[src/rtl/pmi_pkg.sv]
// Shared types, widths and constants of the midpoint pose integrator.
// Holds the CORDIC arctangent table and the Q2.13 heading wrap function.
// No dependencies; every other file of the block imports this package.
package pmi_pkg;

  localparam int POS_W    = 32;
  localparam int HEAD_W   = 16;
  localparam int VEL_W    = 16;
  localparam int DT_W     = 16;
  localparam int MUL1_W   = VEL_W + DT_W + 1;
  localparam int HALF_W   = 18;
  localparam int DIST_W   = 25;
  localparam int ANG_W    = 19;
  localparam int WRAP_W   = ANG_W + 2;
  localparam int Z_W      = 34;
  localparam int XY_W     = 34;
  localparam int PROD_W   = DIST_W + XY_W;
  localparam int STEP_W   = PROD_W - 30;
  localparam int SUM_W    = POS_W + 1;
  localparam int ATAN_LEN = 24;

  localparam int S_TDATA_W = 128;
  localparam int M_TDATA_W = 80;

  localparam logic signed [WRAP_W-1:0] PI_Q13     = 21'sd25736;
  localparam logic signed [WRAP_W-1:0] TWO_PI_Q13 = 21'sd51472;
  localparam logic signed [WRAP_W-1:0] FOUR_PI_Q13 = 21'sd102944;
  localparam logic signed [WRAP_W-1:0] SIX_PI_Q13 = 21'sd154416;

  localparam logic signed [HEAD_W-1:0] HEAD_MIN = -16'sd25736;
  localparam logic signed [HEAD_W-1:0] HEAD_MAX = 16'sd25735;

  localparam logic signed [Z_W-1:0] PI_Q30      = 34'sd3373259426;
  localparam logic signed [Z_W-1:0] HALF_PI_Q30 = 34'sd1686629713;
  localparam logic signed [XY_W-1:0] GAIN_Q30   = 34'sd652032874;

  typedef logic signed [POS_W-1:0] pos_t;

  typedef struct packed {
    logic signed [XY_W-1:0] x;
    logic signed [XY_W-1:0] y;
    logic signed [Z_W-1:0]  z;
  } vec_t;

  typedef struct packed {
    pos_t                     px;
    pos_t                     py;
    logic signed [DIST_W-1:0] travel;
    logic signed [HEAD_W-1:0] head;
    logic                     flip;
  } pay_t;

  typedef struct packed {
    logic vld;
    vec_t vec;
    pay_t pay;
  } stage_t;

  function automatic logic signed [Z_W-1:0] atan_q30(input int unsigned idx);
    logic signed [Z_W-1:0] r;
    case (idx)
      0:       r = 34'sd843314856;
      1:       r = 34'sd497837829;
      2:       r = 34'sd263043836;
      3:       r = 34'sd133525158;
      4:       r = 34'sd67021686;
      5:       r = 34'sd33543515;
      6:       r = 34'sd16775850;
      7:       r = 34'sd8388437;
      8:       r = 34'sd4194282;
      9:       r = 34'sd2097149;
      10:      r = 34'sd1048575;
      11:      r = 34'sd524287;
      12:      r = 34'sd262143;
      13:      r = 34'sd131071;
      14:      r = 34'sd65535;
      15:      r = 34'sd32767;
      16:      r = 34'sd16383;
      17:      r = 34'sd8191;
      18:      r = 34'sd4095;
      19:      r = 34'sd2047;
      20:      r = 34'sd1023;
      21:      r = 34'sd511;
      22:      r = 34'sd255;
      23:      r = 34'sd127;
      default: r = '0;
    endcase
    return r;
  endfunction

  // Wraps an angle into [-pi, pi); the result is correct for inputs in [-7pi, 7pi).
  function automatic logic signed [HEAD_W-1:0] wrap_q13(input logic signed [ANG_W-1:0] a);
    logic signed [WRAP_W-1:0] t;
    t = WRAP_W'(a) + PI_Q13;
    if (t >= SIX_PI_Q13) begin
      t = t - SIX_PI_Q13;
    end else if (t >= FOUR_PI_Q13) begin
      t = t - FOUR_PI_Q13;
    end else if (t >= TWO_PI_Q13) begin
      t = t - TWO_PI_Q13;
    end else if (t >= 0) begin
      t = t;
    end else if (t >= -TWO_PI_Q13) begin
      t = t + TWO_PI_Q13;
    end else if (t >= -FOUR_PI_Q13) begin
      t = t + FOUR_PI_Q13;
    end else begin
      t = t + SIX_PI_Q13;
    end
    t = t - PI_Q13;
    return t[HEAD_W-1:0];
  endfunction

endpackage

[src/rtl/pmi_back.sv]
// Back end of the pose integrator: scales the travel distance by cos and sin,
// rounds, adds the prior position and saturates. Two register stages. Depends on pmi_pkg.
module pmi_back (
  input  logic                          clk_i,
  input  logic                          rst_ni,
  input  logic                          en_i,
  input  pmi_pkg::stage_t               stage_i,
  output logic                          res_vld_o,
  output logic [pmi_pkg::M_TDATA_W-1:0] res_data_o
);
  import pmi_pkg::*;

  localparam logic signed [PROD_W-1:0] ROUND_HALF = PROD_W'(64'sd536870912);

  function automatic pos_t sat_pos(input logic signed [SUM_W-1:0] v);
    pos_t r;
    if (v[SUM_W-1] != v[SUM_W-2]) begin
      r = v[SUM_W-1] ? {1'b1, {(POS_W-1){1'b0}}} : {1'b0, {(POS_W-1){1'b1}}};
    end else begin
      r = v[POS_W-1:0];
    end
    return r;
  endfunction

  logic signed [XY_W-1:0]   cos_v, sin_v;
  logic signed [PROD_W-1:0] prodx_q, prody_q, rndx, rndy;
  logic signed [STEP_W-1:0] stepx, stepy;
  logic signed [SUM_W-1:0]  sumx, sumy;
  logic                     vld1_q, vld2_q;
  pos_t                     px1_q, py1_q, nx_q, ny_q;
  logic signed [HEAD_W-1:0] head1_q, head2_q;

  assign cos_v = stage_i.pay.flip ? -stage_i.vec.x : stage_i.vec.x;
  assign sin_v = stage_i.pay.flip ? -stage_i.vec.y : stage_i.vec.y;

  assign rndx  = prodx_q + ROUND_HALF;
  assign rndy  = prody_q + ROUND_HALF;
  assign stepx = STEP_W'(rndx >>> 30);
  assign stepy = STEP_W'(rndy >>> 30);
  assign sumx  = SUM_W'(px1_q) + SUM_W'(stepx);
  assign sumy  = SUM_W'(py1_q) + SUM_W'(stepy);

  always_ff @(posedge clk_i or negedge rst_ni) begin
    if (!rst_ni) begin
      vld1_q <= 1'b0;
      vld2_q <= 1'b0;
    end else if (en_i) begin
      vld1_q <= stage_i.vld;
      vld2_q <= vld1_q;
    end
  end

  always_ff @(posedge clk_i) begin
    if (en_i) begin
      prodx_q <= PROD_W'(stage_i.pay.travel) * PROD_W'(cos_v);
      prody_q <= PROD_W'(stage_i.pay.travel) * PROD_W'(sin_v);
      px1_q   <= stage_i.pay.px;
      py1_q   <= stage_i.pay.py;
      head1_q <= stage_i.pay.head;
      nx_q    <= sat_pos(sumx);
      ny_q    <= sat_pos(sumy);
      head2_q <= head1_q;
    end
  end

  assign res_vld_o  = vld2_q;
  assign res_data_o = {head2_q, ny_q, nx_q};

endmodule

[config.mk]
export PLATFORM = sky130hd
export DESIGN_NAME = pmi_back
export DESIGN_NICKNAME = d
export VERILOG_FILES = /design/src/rtl/pmi_pkg.sv /design/src/rtl/pmi_back.sv
export SDC_FILE = /design/constraint.sdc
export NUM_CORES = 2
export LEC_CHECK = 0
export BUFFER_PORTS_ARGS = -buffer_cell sky130_fd_sc_hd__buf_2
export CORE_MARGIN = 4
export CORE_UTILIZATION = 30
export CTS_CLUSTER_SIZE = 12
export DETAILED_ROUTE_END_ITERATION = 7
export GPL_TIMING_DRIVEN = 0
export PLACE_DENSITY = 0.56
export SLEW_MARGIN = 20
export SYNTH_ARGS = -nofsm -noshare
export SYNTH_HDL_FRONTEND = slang
export SYNTH_SLANG_ARGS = --single-unit
[constraint.sdc]
create_clock -name clk_i -period 11.2 [get_ports clk_i]
set_clock_uncertainty 0.2 [all_clocks]
set_input_delay 2.24 -clock clk_i [delete_from_list [all_inputs] [get_ports clk_i]]
set_output_delay 2.24 -clock clk_i [all_outputs]
set_load 0.05 [all_outputs]
==> impl_metrics.tcl <==
set metrics [dict create \
    path_class "in -> reg" \
    via_count 53676 \
    drtIter0Drc 4202 \
    relSlewSlack_pct 16.9 \
    layout_commonest_cell "inv_1" \
    clk_latency_ps 550 \
    cts_sinks 222 \
    grt_overflow_total 0 \
    grt_pass1_wl_um 393000 \
    dr.pass1.iters 8 \
    rows 177 \
    violations "negative setup slack" \
    first_global_vias 58154 \
    yosys_warnings 0 \
    synth_top_area_cell "fa_1" \
    placed_cells 10733 \
    grt_max_degree 95 \
    critPathRequiredTime_ps 11300 \
    synth.area.top_cells "fa_1, inv_1, edfxtp_1" \
    fillerInstances 23967 \
    antenna_found_initial 57 \
    min_period_ps 11460 \
    areaGrowthSynthToFinish_pct 15.0 \
    syn-num-nets 9671 \
    worstRegToRegCells 17 \
    worstSetupEndpoint "prodx_q[55]$_DFFE_PP_" \
    status "finished with violations" \
    cts_tree "built" \
    final_cell_mix "inv_1, fa_1, nand2_1, and2_1, ha_1" \
    worstPathMaxFanout 5 \
    gp_congestion 0.999 \
    finalNonFillerCells 10984 \
    ys_seq_elements 222 \
    core_area_sq_um 233000 \
    r2r-end "ny_q[13]$_DFFE_PP_" \
    reg2reg_slack_ps 5690 \
    track_usage_pct 22.1 \
    cts-buffers-inserted 24 \
    io_buffers 237 \
    synth_cell_types 72 \
    setup_violations 7 \
    netlist.area_leader.share_pct 49.3 \
    hpwlAfterDp_um 222000 \
    crit_path_start_kind "input port" \
    fmax_ghz 0.0872 \
    rsz0062_at_grt "yes" \
    tightest_slew_ps 1250 \
    drt-total-wl_um 268000 \
    post-route-drc-count 0 \
    synth_area_sq_um 70300 \
    setup_ws_ps -265 \
    r2r-start "prody_q[31]$_DFFE_PP_" \
    crit_top_cell "fa_1" \
    io_pins 293 \
    synth_edf_count 220 \
    post-route-util_pct 34.7 \
    layout.nets 10125 \
    crit_family "adder cells" \
    die-area_sq_um 242000 \
    vias_per_cell 4.89 \
    final_max_slew_viol_count 0 \
    finalCritPeriodShare_pct 102 \
    drive_gt1_share_pct 11.8 \
    cp.arrival_ps 11570 \
    path_depth 33 \
    syn_area_per_cell_sq_um 9.57 \
    syn_inst 7349 \
    synthArstFlopShare_pct 0.901 \
    path_buf_inv 10 \
    cap_violations 0 \
    path_clk_slew_ps 60 \
    cp-end-kind "flip-flop" \
    cp-startpoint "stage_i[174]" \
    ys_seq_area_share_pct 9.47 \
    worstHoldPathType "reg -> reg" \
    clockBufferDepth 3 \
    ant_nets 0 \
    die_x_um 492 \
    die_h_um 492 \
    critPathMaxStageDelay_ps 620 \
    seqCellArea_sq_um 6660 \
    critPathSlowestCell "fa_2" \
    multiInputGateArea_sq_um 57700 \
    root_buffer "clkbuf_16" \
    drt-wirelength-per-cell_um 24.4 \
    htree_num_levels 1 \
    fin_hold_ws_ps 217 \
    start_util_pct 30.2 \
    synthFlopType "edfxtp_1" \
    finalHoldViolCount 0 \
]
[cells in the mapped netlist (20+ instances only)]
master,n
nor3_1,26
inv_1,1777
fa_1,1730
edfxtp_1,220
xor2_1,57
nand4_1,28
o31ai_1,20
nand2_1,913
o21a_1,27
xnor2_1,197
ha_1,380
nand2b_1,24
clkbuf_1,333
o21ai_0,95
nand3_1,52
nor2_1,138
a21oi_1,161
and2_1,829
a21o_1,68
and3_1,22
[through the flow]
step	cell area (sq um)	setup slack [ps]	setup TNS, ps
2_1_floorplan	70400	-114	-266
3_3_place_gp	75500	-5210	-247790
3_5_place_dp	76100	-3480	-153200
4_1_cts	79400	-119	-282
5_1_grt	80800	-361	-3420
6_report	80900	-265	-1120
[cell families after synthesis]
logic type / count (synthesis) / synth area share, %
fa+ha+maj: 2129 / 56.3
compound gates: 497 / 4.54
mux: 3 / 0.0463
simple gates: 2128 / 15.2
buf+inv: 2116 / 11.3
xor+xnor: 254 / 3.16
flops: 222 / 9.47
[flip-flops by register name, indices dropped and copies added (netlist names), 16 cells and up]
register,count
nx_q,32
ny_q,32
px1_q,32
py1_q,32
prodx_q,30
prody_q,30
head1_q,16
head2_q,16
[worst min path at each step]
stage	startpoint	endpoint	slack [ps]	cells past startpoint
5_1_grt	head1_q[4]$_DFFE_PP_	head2_q[4]$_DFFE_PP_	220	0
4_1_cts	head1_q[4]$_DFFE_PP_	head2_q[4]$_DFFE_PP_	220	0
2_1_floorplan	head1_q[0]$_DFFE_PP_	head2_q[0]$_DFFE_PP_	200	0
3_5_place_dp	head1_q[7]$_DFFE_PP_	head2_q[7]$_DFFE_PP_	210	0
3_3_place_gp	head1_q[7]$_DFFE_PP_	head2_q[7]$_DFFE_PP_	200	0
6_report	head1_q[15]$_DFFE_PP_	head2_q[15]$_DFFE_PP_	220	0
[layer usage]
layer  track usage, %  part of all wire [%]
met1             28.1                    38
met2             35.3                    46
met5                0                 0.048
met4             12.9                   7.1
met3             4.21                   8.4
[layout make-up]
class | count | area share (%)
inverters | 1777 | 8.31
clock inverters | 7 | 0.0603
multi-input cells | 5011 | 71.3
plain buffers | 335 | 2.43
well taps | 3132 | 4.85
repair buffers | 432 | 3.89
clock buffers | 37 | 0.815
flip-flops and latches | 222 | 8.23
diodes | 31 | 0.0959
[what timing repair did]
action                     in CTS  in global routing
buffers inserted              109                 71
hold endpoints to repair        0                  0
hold buffers                    0                  0
pin swaps                     132                117
setup endpoints to repair      60                 40
resized for setup             406                244
gates cloned                    0                  1
Power is not shown: default switching activity piles up to over one toggle a cycle in this logic, so the estimate is an artifact.
