==> src/rtl/pmi_pkg.sv <==
// Shared types, widths and constants of the midpoint pose integrator.
// Holds the CORDIC arctangent table and the Q2.13 heading wrap function.
// No dependencies; every other file of the block imports this package.
package pmi_pkg;

  localparam int POS_W    = 32;
  localparam int HEAD_W   = 16;
  localparam int VEL_W    = 16;
  localparam int DT_W     = 16;
  localparam int MUL1_W   = VEL_W + DT_W + 1;
  localparam int HALF_W   = 18;
  localparam int DIST_W   = 25;
  localparam int ANG_W    = 19;
  localparam int WRAP_W   = ANG_W + 2;
  localparam int Z_W      = 34;
  localparam int XY_W     = 34;
  localparam int PROD_W   = DIST_W + XY_W;
  localparam int STEP_W   = PROD_W - 30;
  localparam int SUM_W    = POS_W + 1;
  localparam int ATAN_LEN = 24;

  localparam int S_TDATA_W = 128;
  localparam int M_TDATA_W = 80;

  localparam logic signed [WRAP_W-1:0] PI_Q13     = 21'sd25736;
  localparam logic signed [WRAP_W-1:0] TWO_PI_Q13 = 21'sd51472;
  localparam logic signed [WRAP_W-1:0] FOUR_PI_Q13 = 21'sd102944;
  localparam logic signed [WRAP_W-1:0] SIX_PI_Q13 = 21'sd154416;

  localparam logic signed [HEAD_W-1:0] HEAD_MIN = -16'sd25736;
  localparam logic signed [HEAD_W-1:0] HEAD_MAX = 16'sd25735;

  localparam logic signed [Z_W-1:0] PI_Q30      = 34'sd3373259426;
  localparam logic signed [Z_W-1:0] HALF_PI_Q30 = 34'sd1686629713;
  localparam logic signed [XY_W-1:0] GAIN_Q30   = 34'sd652032874;

  typedef logic signed [POS_W-1:0] pos_t;

  typedef struct packed {
    logic signed [XY_W-1:0] x;
    logic signed [XY_W-1:0] y;
    logic signed [Z_W-1:0]  z;
  } vec_t;

  typedef struct packed {
    pos_t                     px;
    pos_t                     py;
    logic signed [DIST_W-1:0] travel;
    logic signed [HEAD_W-1:0] head;
    logic                     flip;
  } pay_t;

  typedef struct packed {
    logic vld;
    vec_t vec;
    pay_t pay;
  } stage_t;

  function automatic logic signed [Z_W-1:0] atan_q30(input int unsigned idx);
    logic signed [Z_W-1:0] r;
    case (idx)
      0:       r = 34'sd843314856;
      1:       r = 34'sd497837829;
      2:       r = 34'sd263043836;
      3:       r = 34'sd133525158;
      4:       r = 34'sd67021686;
      5:       r = 34'sd33543515;
      6:       r = 34'sd16775850;
      7:       r = 34'sd8388437;
      8:       r = 34'sd4194282;
      9:       r = 34'sd2097149;
      10:      r = 34'sd1048575;
      11:      r = 34'sd524287;
      12:      r = 34'sd262143;
      13:      r = 34'sd131071;
      14:      r = 34'sd65535;
      15:      r = 34'sd32767;
      16:      r = 34'sd16383;
      17:      r = 34'sd8191;
      18:      r = 34'sd4095;
      19:      r = 34'sd2047;
      20:      r = 34'sd1023;
      21:      r = 34'sd511;
      22:      r = 34'sd255;
      23:      r = 34'sd127;
      default: r = '0;
    endcase
    return r;
  endfunction

  // Wraps an angle into [-pi, pi); the result is correct for inputs in [-7pi, 7pi).
  function automatic logic signed [HEAD_W-1:0] wrap_q13(input logic signed [ANG_W-1:0] a);
    logic signed [WRAP_W-1:0] t;
    t = WRAP_W'(a) + PI_Q13;
    if (t >= SIX_PI_Q13) begin
      t = t - SIX_PI_Q13;
    end else if (t >= FOUR_PI_Q13) begin
      t = t - FOUR_PI_Q13;
    end else if (t >= TWO_PI_Q13) begin
      t = t - TWO_PI_Q13;
    end else if (t >= 0) begin
      t = t;
    end else if (t >= -TWO_PI_Q13) begin
      t = t + TWO_PI_Q13;
    end else if (t >= -FOUR_PI_Q13) begin
      t = t + FOUR_PI_Q13;
    end else begin
      t = t + SIX_PI_Q13;
    end
    t = t - PI_Q13;
    return t[HEAD_W-1:0];
  endfunction

endpackage

==> src/rtl/pmi_cell.sv <==
// One CORDIC rotation cell: one micro-rotation by atan(2^-STAGE) per cycle if enabled.
// Cells are chained; each carries the pose payload to its neighbor. Depends on pmi_pkg.
module pmi_cell #(
  parameter int unsigned STAGE = 0
) (
  input  logic            clk_i,
  input  logic            rst_ni,
  input  logic            en_i,
  input  pmi_pkg::stage_t stage_i,
  output pmi_pkg::stage_t stage_o
);
  import pmi_pkg::*;

  localparam logic signed [Z_W-1:0] ATAN = atan_q30(STAGE);

  logic signed [XY_W-1:0] xs, ys;
  vec_t                   vec_d, vec_q;
  pay_t                   pay_q;
  logic                   vld_q;

  assign xs = stage_i.vec.x >>> STAGE;
  assign ys = stage_i.vec.y >>> STAGE;

  always_comb begin
    if (stage_i.vec.z >= 0) begin
      vec_d.x = stage_i.vec.x - ys;
      vec_d.y = stage_i.vec.y + xs;
      vec_d.z = stage_i.vec.z - ATAN;
    end else begin
      vec_d.x = stage_i.vec.x + ys;
      vec_d.y = stage_i.vec.y - xs;
      vec_d.z = stage_i.vec.z + ATAN;
    end
  end

  always_ff @(posedge clk_i or negedge rst_ni) begin
    if (!rst_ni) begin
      vld_q <= 1'b0;
    end else if (en_i) begin
      vld_q <= stage_i.vld;
    end
  end

  always_ff @(posedge clk_i) begin
    if (en_i) begin
      vec_q <= vec_d;
      pay_q <= stage_i.pay;
    end
  end

  assign stage_o = '{vld: vld_q, vec: vec_q, pay: pay_q};

endmodule

==> config.mk <==
export PLATFORM = sky130hd
export DESIGN_NAME = pmi_cell
export DESIGN_NICKNAME = d
export VERILOG_FILES = /design/src/rtl/pmi_pkg.sv /design/src/rtl/pmi_cell.sv
export SDC_FILE = /design/constraint.sdc
export NUM_CORES = 1
export LEC_CHECK = 0
export BUFFER_PORTS_ARGS = -buffer_cell sky130_fd_sc_hd__buf_2
export CELL_PAD_IN_SITES_DETAIL_PLACEMENT = 0
export CELL_PAD_IN_SITES_GLOBAL_PLACEMENT = 1
export CORE_ASPECT_RATIO = 1.2
export CORE_MARGIN = 2
export CORE_UTILIZATION = 25
export CTS_CLUSTER_DIAMETER = 80
export CTS_CLUSTER_SIZE = 16
export DETAILED_ROUTE_END_ITERATION = 12
export PLACE_DENSITY = 0.58
export SLEW_MARGIN = 20
export SYNTH_ARGS = -nofsm -noshare
export SYNTH_HDL_FRONTEND = slang
export SYNTH_SLANG_ARGS = --single-unit
==> constraint.sdc <==
create_clock -name clk_i -period 1.01 [get_ports clk_i]
set_input_delay 0.0505 -clock clk_i [delete_from_list [all_inputs] [get_ports clk_i]]
set_output_delay 0.0505 -clock clk_i [all_outputs]
set_load 0.02 [all_outputs]
==> impl_metrics.csv <==
group,metric,value,unit
setup_path,critPathMaxStageDelay,0.54,ns
yosys,synth-seq-cells,208,
cts,cts-root-buf,"clkbuf_16",
timing,rsz0062_at_grt,"yes",
yosys,synthesis.nets,1647,
yosys,synth-edff-count,207,
setup_path,arrival,3.22,ns
outcome,status,"complete, but fails checks",
global_route,overflow,0,
final_layout,fillCellCount,4834,
setup_path,crit_path_end_kind,"register",
die,num_rows,93,
pwr,leakage,11.53,nW
cts,htree_levels,1,
placement,dp_cells,2851,
routing,vias,14130,
routing,viasPerCell,4.574,
die,start_util,0.2520,
timing,drv_slew,0,
timing,relSlewSlack,0.5865,
routing,ant_nets,0,
die,num_io_pins,421,
die,dieArea,55710,um2
die,die_w,215.8,um
global_route,grt_pass1_vias,14820,
setup_path,criticalPathCategory,"in -> reg",
placement,dp_hpwl,42800,um
timing,hold_violations,0,
cts,cts_tree,"yes",
final_layout,final_common_cell,"buf_4",
yosys,netlist_top_cells_area,"edfxtp_1 (46%), ha_1 (12%), a21oi_1 (5.3%), xnor2_1 (5.3%), nor2_1 (3.1%)",
final_layout,layout_common_cells,"buf_4 (464), buf_2 (251), buf_6 (211)",
timing,finalClockSkew,0,ns
setup_path,crit_slowest_cell,"or4_4",
yosys,yosysTopAreaCell,"edfxtp_1",
timing,tightest_slew,0.6137,ns
global_route,grt_usage,0.1952,
worst_hold_path,hold_path_depth,4,
global_route,antenna_found_initial,4,
timing,finalWorstSetupSlack,-1.910,ns
setup_path,cp-start-kind,"primary input",
setup_path,crit_path_cell_trace,"buf_6 > or4_4 > nor4_1 > and4_1 > nand2b_4 > buf_12 > buf_12 > ha_4 > and3_4 > a31oi_1 > nand2_1 > o211ai_1 > a21oi_2 > buf_6 > nor2b_4 > o31ai_2 > a21oi_1 > xnor2_1",
final_layout,regArea,6241,um2
yosys,yosys_warnings,0,
final_layout,final_cells,3090,
routing,drtPass1Iterations,5,
die,core_area,53410,um2
timing,fmax,0.3425,GHz
timing,min_period,2.920,ns
flow_run,maxCapViolCount,0,
placement,io_buffers,420,
cts,cts_buffers,20,
routing,wl,58150,um
setup_path,r2r_cells,1,
outcome,violations,"setup timing",
placement,place.gp.congestion,0.8703,
routing,drc,0,
yosys,synth_cell_types,70,
routing,wl_per_cell,18.82,um
global_route,grt_max_degree,44,
cts,insertion_delay,0.55,ns
final_layout,areaGrowthSynthToFinish,94.32,%
final_layout,layout.nets,2704,
global_route,grt_pass1_wl,84470,um
setup_path,cp_max_fo,8,
worst_hold_path,hp-class,"in -> reg",
timing,setup_viol,305,
routing,drtIter0Drc,607,
timing,holdWs,0.03693,ns
cts,clkSlewWorstSetupHoldPaths,0.07,ns
setup_path,critPathRequiredTime,1.31,ns
cts,cts.sinks,208,
pwr,vdd_drop_max,0.001100,V
yosys,synth.top_cell.area_share,0.4619,
timing,finalCritPeriodShare,2.891,
yosys,syn_avg_cell_area,10.34,um2
pwr,power_density,1270,nW/um2
yosys,ys.flop_type,"edfxtp_1",
yosys,ys_async_sr_fraction,0.004808,
die,die_h,258.2,um
yosys,synth_seq_area_share,0.4637,
final_layout,layout-drive-gt1-share,0.5613,
yosys,postSynthCellCount,1302,
cts,clockBufferDepth,3,
yosys,syn_area,13460,um2
final_layout,multi_input_area,8628,um2
==> sequential cells by signal (all words and copies together) (netlist names) <==
name     flops
vld_q        1
stage_o    207
==> metal layers <==
layer,wire (um),share of wire,global-route usage,up-vias
met1,22920,0.39,0.2272,6822
met5,0,0,0,-
met4,1573,0.027,0.05958,0
met2,31200,0.54,0.3693,354
li1,-,-,-,6876
met3,2462,0.042,0.02485,82
==> cell families (layout without fill, tap and decap cells) <==
family	after synthesis	in the layout	synth area share
AO/OA/AOI/OAI	401	401	0.1883
XOR/XNOR	93	93	0.06052
adder cells (fa/ha/maj)	133	133	0.1259
buffers and inverters	167	1238	0.04993
flip-flops	208	208	0.4637
multiplexers	13	13	0.009762
other	0	5	0
AND/OR/NAND/NOR	287	287	0.1019
==> Yosys cell counts (4+ instances only) <==
cell type,n
nand3_1,16
inv_2,4
o31a_1,4
nor2b_1,13
a211oi_1,7
buf_2,12
buf_1,7
and3_1,5
fa_1,4
o221ai_1,4
edfxtp_1,207
o21ai_1,9
a21oi_1,143
nor4_1,11
o21a_1,9
o31ai_1,16
nand4_1,17
o21bai_1,20
nor3_1,23
inv_1,109
or3_1,7
xor2_1,12
or2_2,5
a221oi_1,8
a31oi_1,16
nand2_1,54
o21ai_0,79
ha_1,129
nor2_1,110
buf_4,4
clkbuf_1,28
mux2i_1,12
o211ai_1,13
a21o_1,45
xnor2_1,81
nand2b_1,10
==> repair_timing <==
action	CTS	global route
hold buffers	115	0
setup buffers	49	49
gates cloned	13	0
hold endpoints to repair	114	0
resized for setup	327	447
setup endpoints to repair	305	305
pin swaps	139	111
==> power by group <==
| group | internal (W) | switching [W] | total [W] |
|---|---|---|---|
| Combinational | 0.00718 | 0.00707 | 0.0143 |
| Clock | 0.00402 | 0.00363 | 0.00765 |
| Sequential | 0.0108 | 0.000472 | 0.0113 |
| Total | 0.0221 | 0.0112 | 0.0332 |
==> per-stage QoR <==
step                setup TNS, ns    util  setup slack (ns)  cell area (um2)  power [W]
finish                    -152.51  0.4896            -1.910            26150    0.03322
global route              -169.63  0.4895            -2.010            26150    0.03480
CTS                       -144.68  0.4565            -1.849            24380    0.03195
detailed placement        -182.70  0.3833            -2.624            20470    0.02215
global placement          -183.95  0.3833            -2.664            20470    0.02208
floorplan                 -128.61       -            -2.460            14220    0.01682
==> final timing paths <==
path	end	start	slack (ns)
max	stage_o[137]	stage_i[117]	-1.91
min	stage_o[173]	stage_i[173]	0.04
max reg2reg	vld_q	vld_q	0.25
min reg2reg	vld_q	vld_q	0.54
max in group asynchronous	vld_q	rst_ni	0.50
min in group asynchronous	vld_q	rst_ni	0.40
==> critical path: cells and delay by family <==
kind	cells	cell delay, ns
compound gates	5	0.79
xor+xnor	1	0.08
fa+ha+maj	1	0.19
buf+inv	4	0.49
simple gates	7	1.59
==> cell type report <==
type	count	area share
diodes	5	0.0004784
clock buffers	24	0.01971
clock inverters	12	0.004928
inverters	114	0.01837
multi-input cells	927	0.3299
flip-flops and latches	208	0.2386
well taps	712	0.03407
repair buffers	1087	0.3531
repair inverters	1	0.0007655
No activity file was read; power rests on OpenSTA's default activity.
