$ cat src/rtl/pmi_pkg.sv
// Shared types, widths and constants of the midpoint pose integrator.
// Holds the CORDIC arctangent table and the Q2.13 heading wrap function.
// No dependencies; every other file of the block imports this package.
package pmi_pkg;

  localparam int POS_W    = 32;
  localparam int HEAD_W   = 16;
  localparam int VEL_W    = 16;
  localparam int DT_W     = 16;
  localparam int MUL1_W   = VEL_W + DT_W + 1;
  localparam int HALF_W   = 18;
  localparam int DIST_W   = 25;
  localparam int ANG_W    = 19;
  localparam int WRAP_W   = ANG_W + 2;
  localparam int Z_W      = 34;
  localparam int XY_W     = 34;
  localparam int PROD_W   = DIST_W + XY_W;
  localparam int STEP_W   = PROD_W - 30;
  localparam int SUM_W    = POS_W + 1;
  localparam int ATAN_LEN = 24;

  localparam int S_TDATA_W = 128;
  localparam int M_TDATA_W = 80;

  localparam logic signed [WRAP_W-1:0] PI_Q13     = 21'sd25736;
  localparam logic signed [WRAP_W-1:0] TWO_PI_Q13 = 21'sd51472;
  localparam logic signed [WRAP_W-1:0] FOUR_PI_Q13 = 21'sd102944;
  localparam logic signed [WRAP_W-1:0] SIX_PI_Q13 = 21'sd154416;

  localparam logic signed [HEAD_W-1:0] HEAD_MIN = -16'sd25736;
  localparam logic signed [HEAD_W-1:0] HEAD_MAX = 16'sd25735;

  localparam logic signed [Z_W-1:0] PI_Q30      = 34'sd3373259426;
  localparam logic signed [Z_W-1:0] HALF_PI_Q30 = 34'sd1686629713;
  localparam logic signed [XY_W-1:0] GAIN_Q30   = 34'sd652032874;

  typedef logic signed [POS_W-1:0] pos_t;

  typedef struct packed {
    logic signed [XY_W-1:0] x;
    logic signed [XY_W-1:0] y;
    logic signed [Z_W-1:0]  z;
  } vec_t;

  typedef struct packed {
    pos_t                     px;
    pos_t                     py;
    logic signed [DIST_W-1:0] travel;
    logic signed [HEAD_W-1:0] head;
    logic                     flip;
  } pay_t;

  typedef struct packed {
    logic vld;
    vec_t vec;
    pay_t pay;
  } stage_t;

  function automatic logic signed [Z_W-1:0] atan_q30(input int unsigned idx);
    logic signed [Z_W-1:0] r;
    case (idx)
      0:       r = 34'sd843314856;
      1:       r = 34'sd497837829;
      2:       r = 34'sd263043836;
      3:       r = 34'sd133525158;
      4:       r = 34'sd67021686;
      5:       r = 34'sd33543515;
      6:       r = 34'sd16775850;
      7:       r = 34'sd8388437;
      8:       r = 34'sd4194282;
      9:       r = 34'sd2097149;
      10:      r = 34'sd1048575;
      11:      r = 34'sd524287;
      12:      r = 34'sd262143;
      13:      r = 34'sd131071;
      14:      r = 34'sd65535;
      15:      r = 34'sd32767;
      16:      r = 34'sd16383;
      17:      r = 34'sd8191;
      18:      r = 34'sd4095;
      19:      r = 34'sd2047;
      20:      r = 34'sd1023;
      21:      r = 34'sd511;
      22:      r = 34'sd255;
      23:      r = 34'sd127;
      default: r = '0;
    endcase
    return r;
  endfunction

  // Wraps an angle into [-pi, pi); the result is correct for inputs in [-7pi, 7pi).
  function automatic logic signed [HEAD_W-1:0] wrap_q13(input logic signed [ANG_W-1:0] a);
    logic signed [WRAP_W-1:0] t;
    t = WRAP_W'(a) + PI_Q13;
    if (t >= SIX_PI_Q13) begin
      t = t - SIX_PI_Q13;
    end else if (t >= FOUR_PI_Q13) begin
      t = t - FOUR_PI_Q13;
    end else if (t >= TWO_PI_Q13) begin
      t = t - TWO_PI_Q13;
    end else if (t >= 0) begin
      t = t;
    end else if (t >= -TWO_PI_Q13) begin
      t = t + TWO_PI_Q13;
    end else if (t >= -FOUR_PI_Q13) begin
      t = t + FOUR_PI_Q13;
    end else begin
      t = t + SIX_PI_Q13;
    end
    t = t - PI_Q13;
    return t[HEAD_W-1:0];
  endfunction

endpackage

$ cat src/rtl/pmi_front.sv
// Front end of the pose integrator: velocity products, heading wrap and quadrant fold.
// Three register stages feed the first CORDIC cell. Depends on pmi_pkg.
module pmi_front (
  input  logic                            clk_i,
  input  logic                            rst_ni,
  input  logic                            en_i,
  input  logic                            vld_i,
  input  logic [pmi_pkg::S_TDATA_W-1:0]   data_i,
  output pmi_pkg::stage_t                 stage_o
);
  import pmi_pkg::*;

  pos_t                     px_in, py_in;
  logic signed [HEAD_W-1:0] th_in;
  logic signed [VEL_W-1:0]  v_in, w_in;
  logic signed [DT_W:0]     dt_in;
  logic signed [MUL1_W-1:0] wprod, vprod, wrnd, vrnd;

  logic                     vld1_q, vld2_q, vld3_q;
  pos_t                     px1_q, py1_q, px2_q, py2_q;
  logic signed [HEAD_W-1:0] th1_q;
  logic signed [HALF_W-1:0] half1_q;
  logic signed [DIST_W-1:0] dist1_q, dist2_q;
  logic signed [ANG_W-1:0]  mid_sum, head_sum;
  logic signed [HEAD_W-1:0] mid2_q, head2_q;
  logic signed [Z_W-1:0]    z_ext, z_fold;
  logic                     flip;
  vec_t                     vec3_q;
  pay_t                     pay3_q;

  assign px_in = data_i[31:0];
  assign py_in = data_i[63:32];
  assign th_in = data_i[79:64];
  assign v_in  = data_i[95:80];
  assign w_in  = data_i[111:96];
  assign dt_in = {1'b0, data_i[127:112]};

  assign wprod = w_in * dt_in;
  assign vprod = v_in * dt_in;
  assign wrnd  = wprod + 33'sd16384;
  assign vrnd  = vprod + 33'sd128;

  assign mid_sum  = ANG_W'(th1_q) + ANG_W'(half1_q);
  assign head_sum = ANG_W'(th1_q) + (ANG_W'(half1_q) <<< 1);

  always_comb begin
    z_ext  = Z_W'(mid2_q);
    z_ext  = z_ext <<< 17;
    z_fold = z_ext;
    flip   = 1'b0;
    if (z_ext > HALF_PI_Q30) begin
      z_fold = z_ext - PI_Q30;
      flip   = 1'b1;
    end else if (z_ext < -HALF_PI_Q30) begin
      z_fold = z_ext + PI_Q30;
      flip   = 1'b1;
    end
  end

  always_ff @(posedge clk_i or negedge rst_ni) begin
    if (!rst_ni) begin
      vld1_q <= 1'b0;
      vld2_q <= 1'b0;
      vld3_q <= 1'b0;
    end else if (en_i) begin
      vld1_q <= vld_i;
      vld2_q <= vld1_q;
      vld3_q <= vld2_q;
    end
  end

  always_ff @(posedge clk_i) begin
    if (en_i) begin
      px1_q   <= px_in;
      py1_q   <= py_in;
      th1_q   <= th_in;
      half1_q <= HALF_W'(wrnd >>> 15);
      dist1_q <= DIST_W'(vrnd >>> 8);

      px2_q   <= px1_q;
      py2_q   <= py1_q;
      dist2_q <= dist1_q;
      mid2_q  <= wrap_q13(mid_sum);
      head2_q <= wrap_q13(head_sum);

      vec3_q.x      <= GAIN_Q30;
      vec3_q.y      <= '0;
      vec3_q.z      <= z_fold;
      pay3_q.px     <= px2_q;
      pay3_q.py     <= py2_q;
      pay3_q.travel <= dist2_q;
      pay3_q.head   <= head2_q;
      pay3_q.flip   <= flip;
    end
  end

  assign stage_o = '{vld: vld3_q, vec: vec3_q, pay: pay3_q};

endmodule

$ cat config.mk
export PLATFORM = sky130hd
export DESIGN_NAME = pmi_front
export DESIGN_NICKNAME = d
export VERILOG_FILES = /design/src/rtl/pmi_pkg.sv /design/src/rtl/pmi_front.sv
export SDC_FILE = /design/constraint.sdc
export NUM_CORES = 2
export LEC_CHECK = 0
export BUFFER_PORTS_ARGS = -buffer_cell sky130_fd_sc_hd__buf_2
export CAP_MARGIN = 20
export CORE_MARGIN = 5
export CORE_UTILIZATION = 60
export CTS_BUF_LIST = sky130_fd_sc_hd__clkbuf_8 sky130_fd_sc_hd__clkbuf_16
export CTS_CLUSTER_DIAMETER = 150
export DETAILED_ROUTE_END_ITERATION = 7
export PLACE_DENSITY_LB_ADDON = 0.25
export SLEW_MARGIN = 25
export SYNTH_ARGS = -nofsm -noshare
export SYNTH_HDL_FRONTEND = slang
export SYNTH_SLANG_ARGS = --single-unit
$ cat constraint.sdc
create_clock -name clk_i -period 13.59 [get_ports clk_i]
set_clock_uncertainty 0.15 [all_clocks]
set_input_delay 2.0385 -clock clk_i [delete_from_list [all_inputs] [get_ports clk_i]]
set_output_delay 2.0385 -clock clk_i [all_outputs]
set_load 0.03 [all_outputs]
==> results.cfg <==
[run_status]
outcome = finished with violations
violations = design-rule violations

[sta]
rsz0062_at_grt = no
setup_viol = 0
slew-limit-headroom_pct = 29.5
fmax_mhz = 107
tns_ns = 0
final_hold_viol_count = 0
worst_slew_pin_slew_ns = 1.05
finalMaxSlewViolations = 0
finalCritPeriodShare_pct = 68.9
finalCriticalPeriod_ns = 9.36
worst_slack_ns = 4.23

[drt]
vias = 25411
drtIter0Drc = 1635
viasPerCell = 5.70
wl_mm = 82.3
wl_per_cell_um = 18.5
drtPass1Iterations = 8
ant_nets = 0
route.detailed.drc = 5

[grt]
antenna_found_initial = 9
grt_max_degree = 188
track_usage_pct = 25.4
overflow = 0
grt_pass1_wl_mm = 133
grt_pass1_vias = 25661

[logic_synthesis]
synth_edf_count = 369
postSynthCellCount = 3468
yosys_most_used_dff = edfxtp_1
netlist_area_mm2 = 0.0360
ys_ff_latch = 372
synthDistinctLibCells = 113
yosysWarnings = 0
synth_area_per_cell_um2 = 10.4
async_reset_ff_share_pct = 0.806
synth-seq-area-share_pct = 31.0

[final_layout]
drive_gt1_share_pct = 11.6
final_common_cell = inv_1
nets = 4480
final_cell_mix = inv_1 (530), nand2_1 (395), fa_1 (391)
syn_to_final_growth_pct = 7.93
n_fill_cell = 4700

[die]
ios = 341
die_w_um = 255
num_rows = 89
die_area_mm2 = 0.0650
design.core.area_mm2 = 0.0592
die_h_um = 255
start_util_pct = 60.7

[cts]
cts_buffers = 40
cts.sinks = 372
cts_hold_buffers = 0
cts_resized = 0
cts_root_buf = clkbuf_16
cts_setup_buffers = 0
clkTransAtPathRegs_ns = 0.06
htree_num_levels = 2
cts_buffer_depth = 3
cts_tree = built
clk_latency_ns = 0.59

[hold_path]
min_to = py2_q[28]$_DFFE_PP_
hp-class = reg -> reg
whs_path_depth = 0
min_from = py1_q[28]$_DFFE_PP_

[worst_setup_path]
r2r_start = half1_q[0]$_DFFE_PP_
startpoint_type = input port
r2r_cells = 23
reg2reg_setup_slack_ns = 5.83
required_ns = 13.77
arrival_ns = 9.55
worstReg2RegEnd = head2_q[15]$_DFFE_PP_
path_max_fanout = 32
cp-end-kind = register
worstSetupPathType = in -> reg

[placement]
gp_congestion = 0.942
post-place-ws_ns = 3.61
post-dp-hpwl_mm = 63.9
port_buffers = 271

[job]
drv_cap = 0
-- metrics by stage --
stage	util (%)	instance area, um^2	hold WS, ns	instances
finish	65.6	38800	0.262	4456
detailed placement	63.3	37500	0.255	4377
CTS	65.5	38800	0.262	4450
floorplan	-	36200	0.250	3535
global placement	63.3	37500	0.250	4377
global route	65.5	38800	0.270	4453
-- per-layer routing --
layer | global-route usage, % | up-vias | share of wire [%]
li1 | - | 11837 | -
met4 | 7.71 | 8 | 3.1
met2 | 43.2 | 866 | 50
met1 | 33.5 | 12515 | 40
met5 | 0 | - | 0.053
met3 | 4.69 | 185 | 6.8
-- final cells by class --
| type | instances | area, um^2 | area share (%) |
|---|---|---|---|
| multi-input cells | 2418 | 21900 | 56.5 |
| flip-flops and latches | 372 | 11200 | 28.7 |
| inverters | 527 | 1980 | 5.09 |
| repair buffers | 287 | 1500 | 3.86 |
| clock buffers | 44 | 1060 | 2.72 |
| well taps | 773 | 967 | 2.49 |
| clock inverters | 29 | 243 | 0.625 |
| diodes | 6 | 15.0 | 0.0387 |
-- worst max path at each step --
stage                start                    end  slack [ns]  cells past startpoint
2_1_floorplan  data_i[118]  half1_q[17]$_DFFE_PP_        4.60                     24
3_3_place_gp   data_i[118]  half1_q[17]$_DFFE_PP_        3.80                     24
3_5_place_dp   data_i[118]  half1_q[17]$_DFFE_PP_        3.61                     24
4_1_cts        data_i[118]  half1_q[17]$_DFFE_PP_        4.22                     24
5_1_grt        data_i[118]  half1_q[17]$_DFFE_PP_        3.79                     24
6_report       data_i[118]  half1_q[17]$_DFFE_PP_        4.23                     24
-- cell families after synthesis --
group                    Yosys count  synth area share (%)
AND/OR/NAND/NOR                  988                  13.4
buffers and inverters            745                  8.79
adder cells (fa/ha/maj)          702                  32.6
AO/OA/AOI/OAI                    518                  10.6
flip-flops                       372                  31.0
XOR/XNOR                         124                  3.11
multiplexers                      17                 0.508
other                              2                0.0209
-- cells in the mapped netlist, types with 9 or more instances --
library cell    n  area (um^2)
a211o_1        17          149
a211oi_1       18          135
a21o_1         29          218
a21oi_1        95          475
a22oi_1        10         75.1
a31oi_1        36          225
and2_1        203         1270
and3_1         25          156
buf_4          89          668
clkbuf_1      115          432
edfxtp_1      369        11100
fa_1          391         7830
ha_1          311         3890
inv_1         526         1970
nand2_1       395         1480
nand2b_1       39          244
nand3_1        52          260
nand4_1        16          100
nor2_1        131          492
nor2b_1        13         81.3
nor3_1         40          200
nor4_1         10         62.6
o211ai_1       24          180
o21a_1         21          158
o21ai_0        81          405
o21ai_1        10         50.1
o22ai_1        12         75.1
o31ai_1        17          128
o32ai_1         9         78.8
or2_2          12         75.1
or3_1          17          106
xnor2_1        82          718
xor2_1         39          342
-- worst max-delay path, stage by stage --
cell	delay [ns]
buf_2	0.55
nand2_1	0.19
fa_1	0.59
inv_1	0.06
fa_1	0.57
fa_1	0.46
fa_1	0.50
inv_1	0.06
fa_1	0.53
inv_1	0.05
fa_1	0.48
ha_1	0.32
a21o_1	0.16
a21o_1	0.17
a221oi_1	0.42
o21ai_0	0.37
a211oi_1	0.39
o31ai_1	0.18
o41a_1	0.36
and4_1	0.22
a2111o_1	0.41
a21o_1	0.21
a21oi_1	0.18
xnor2_1	0.09
-- sequential cells by signal, indices dropped and copies added (netlist names) --
name,cells
dist1_q,25
dist2_q,25
half1_q,18
head2_q,16
mid2_q,16
px1_q,32
px2_q,32
py1_q,32
py2_q,32
stage_o,125
th1_q,16
vld1_q,1
vld2_q,1
vld3_q,1
Power is not shown: default switching activity piles up to over one toggle a cycle in this logic, so the estimate is an artifact.
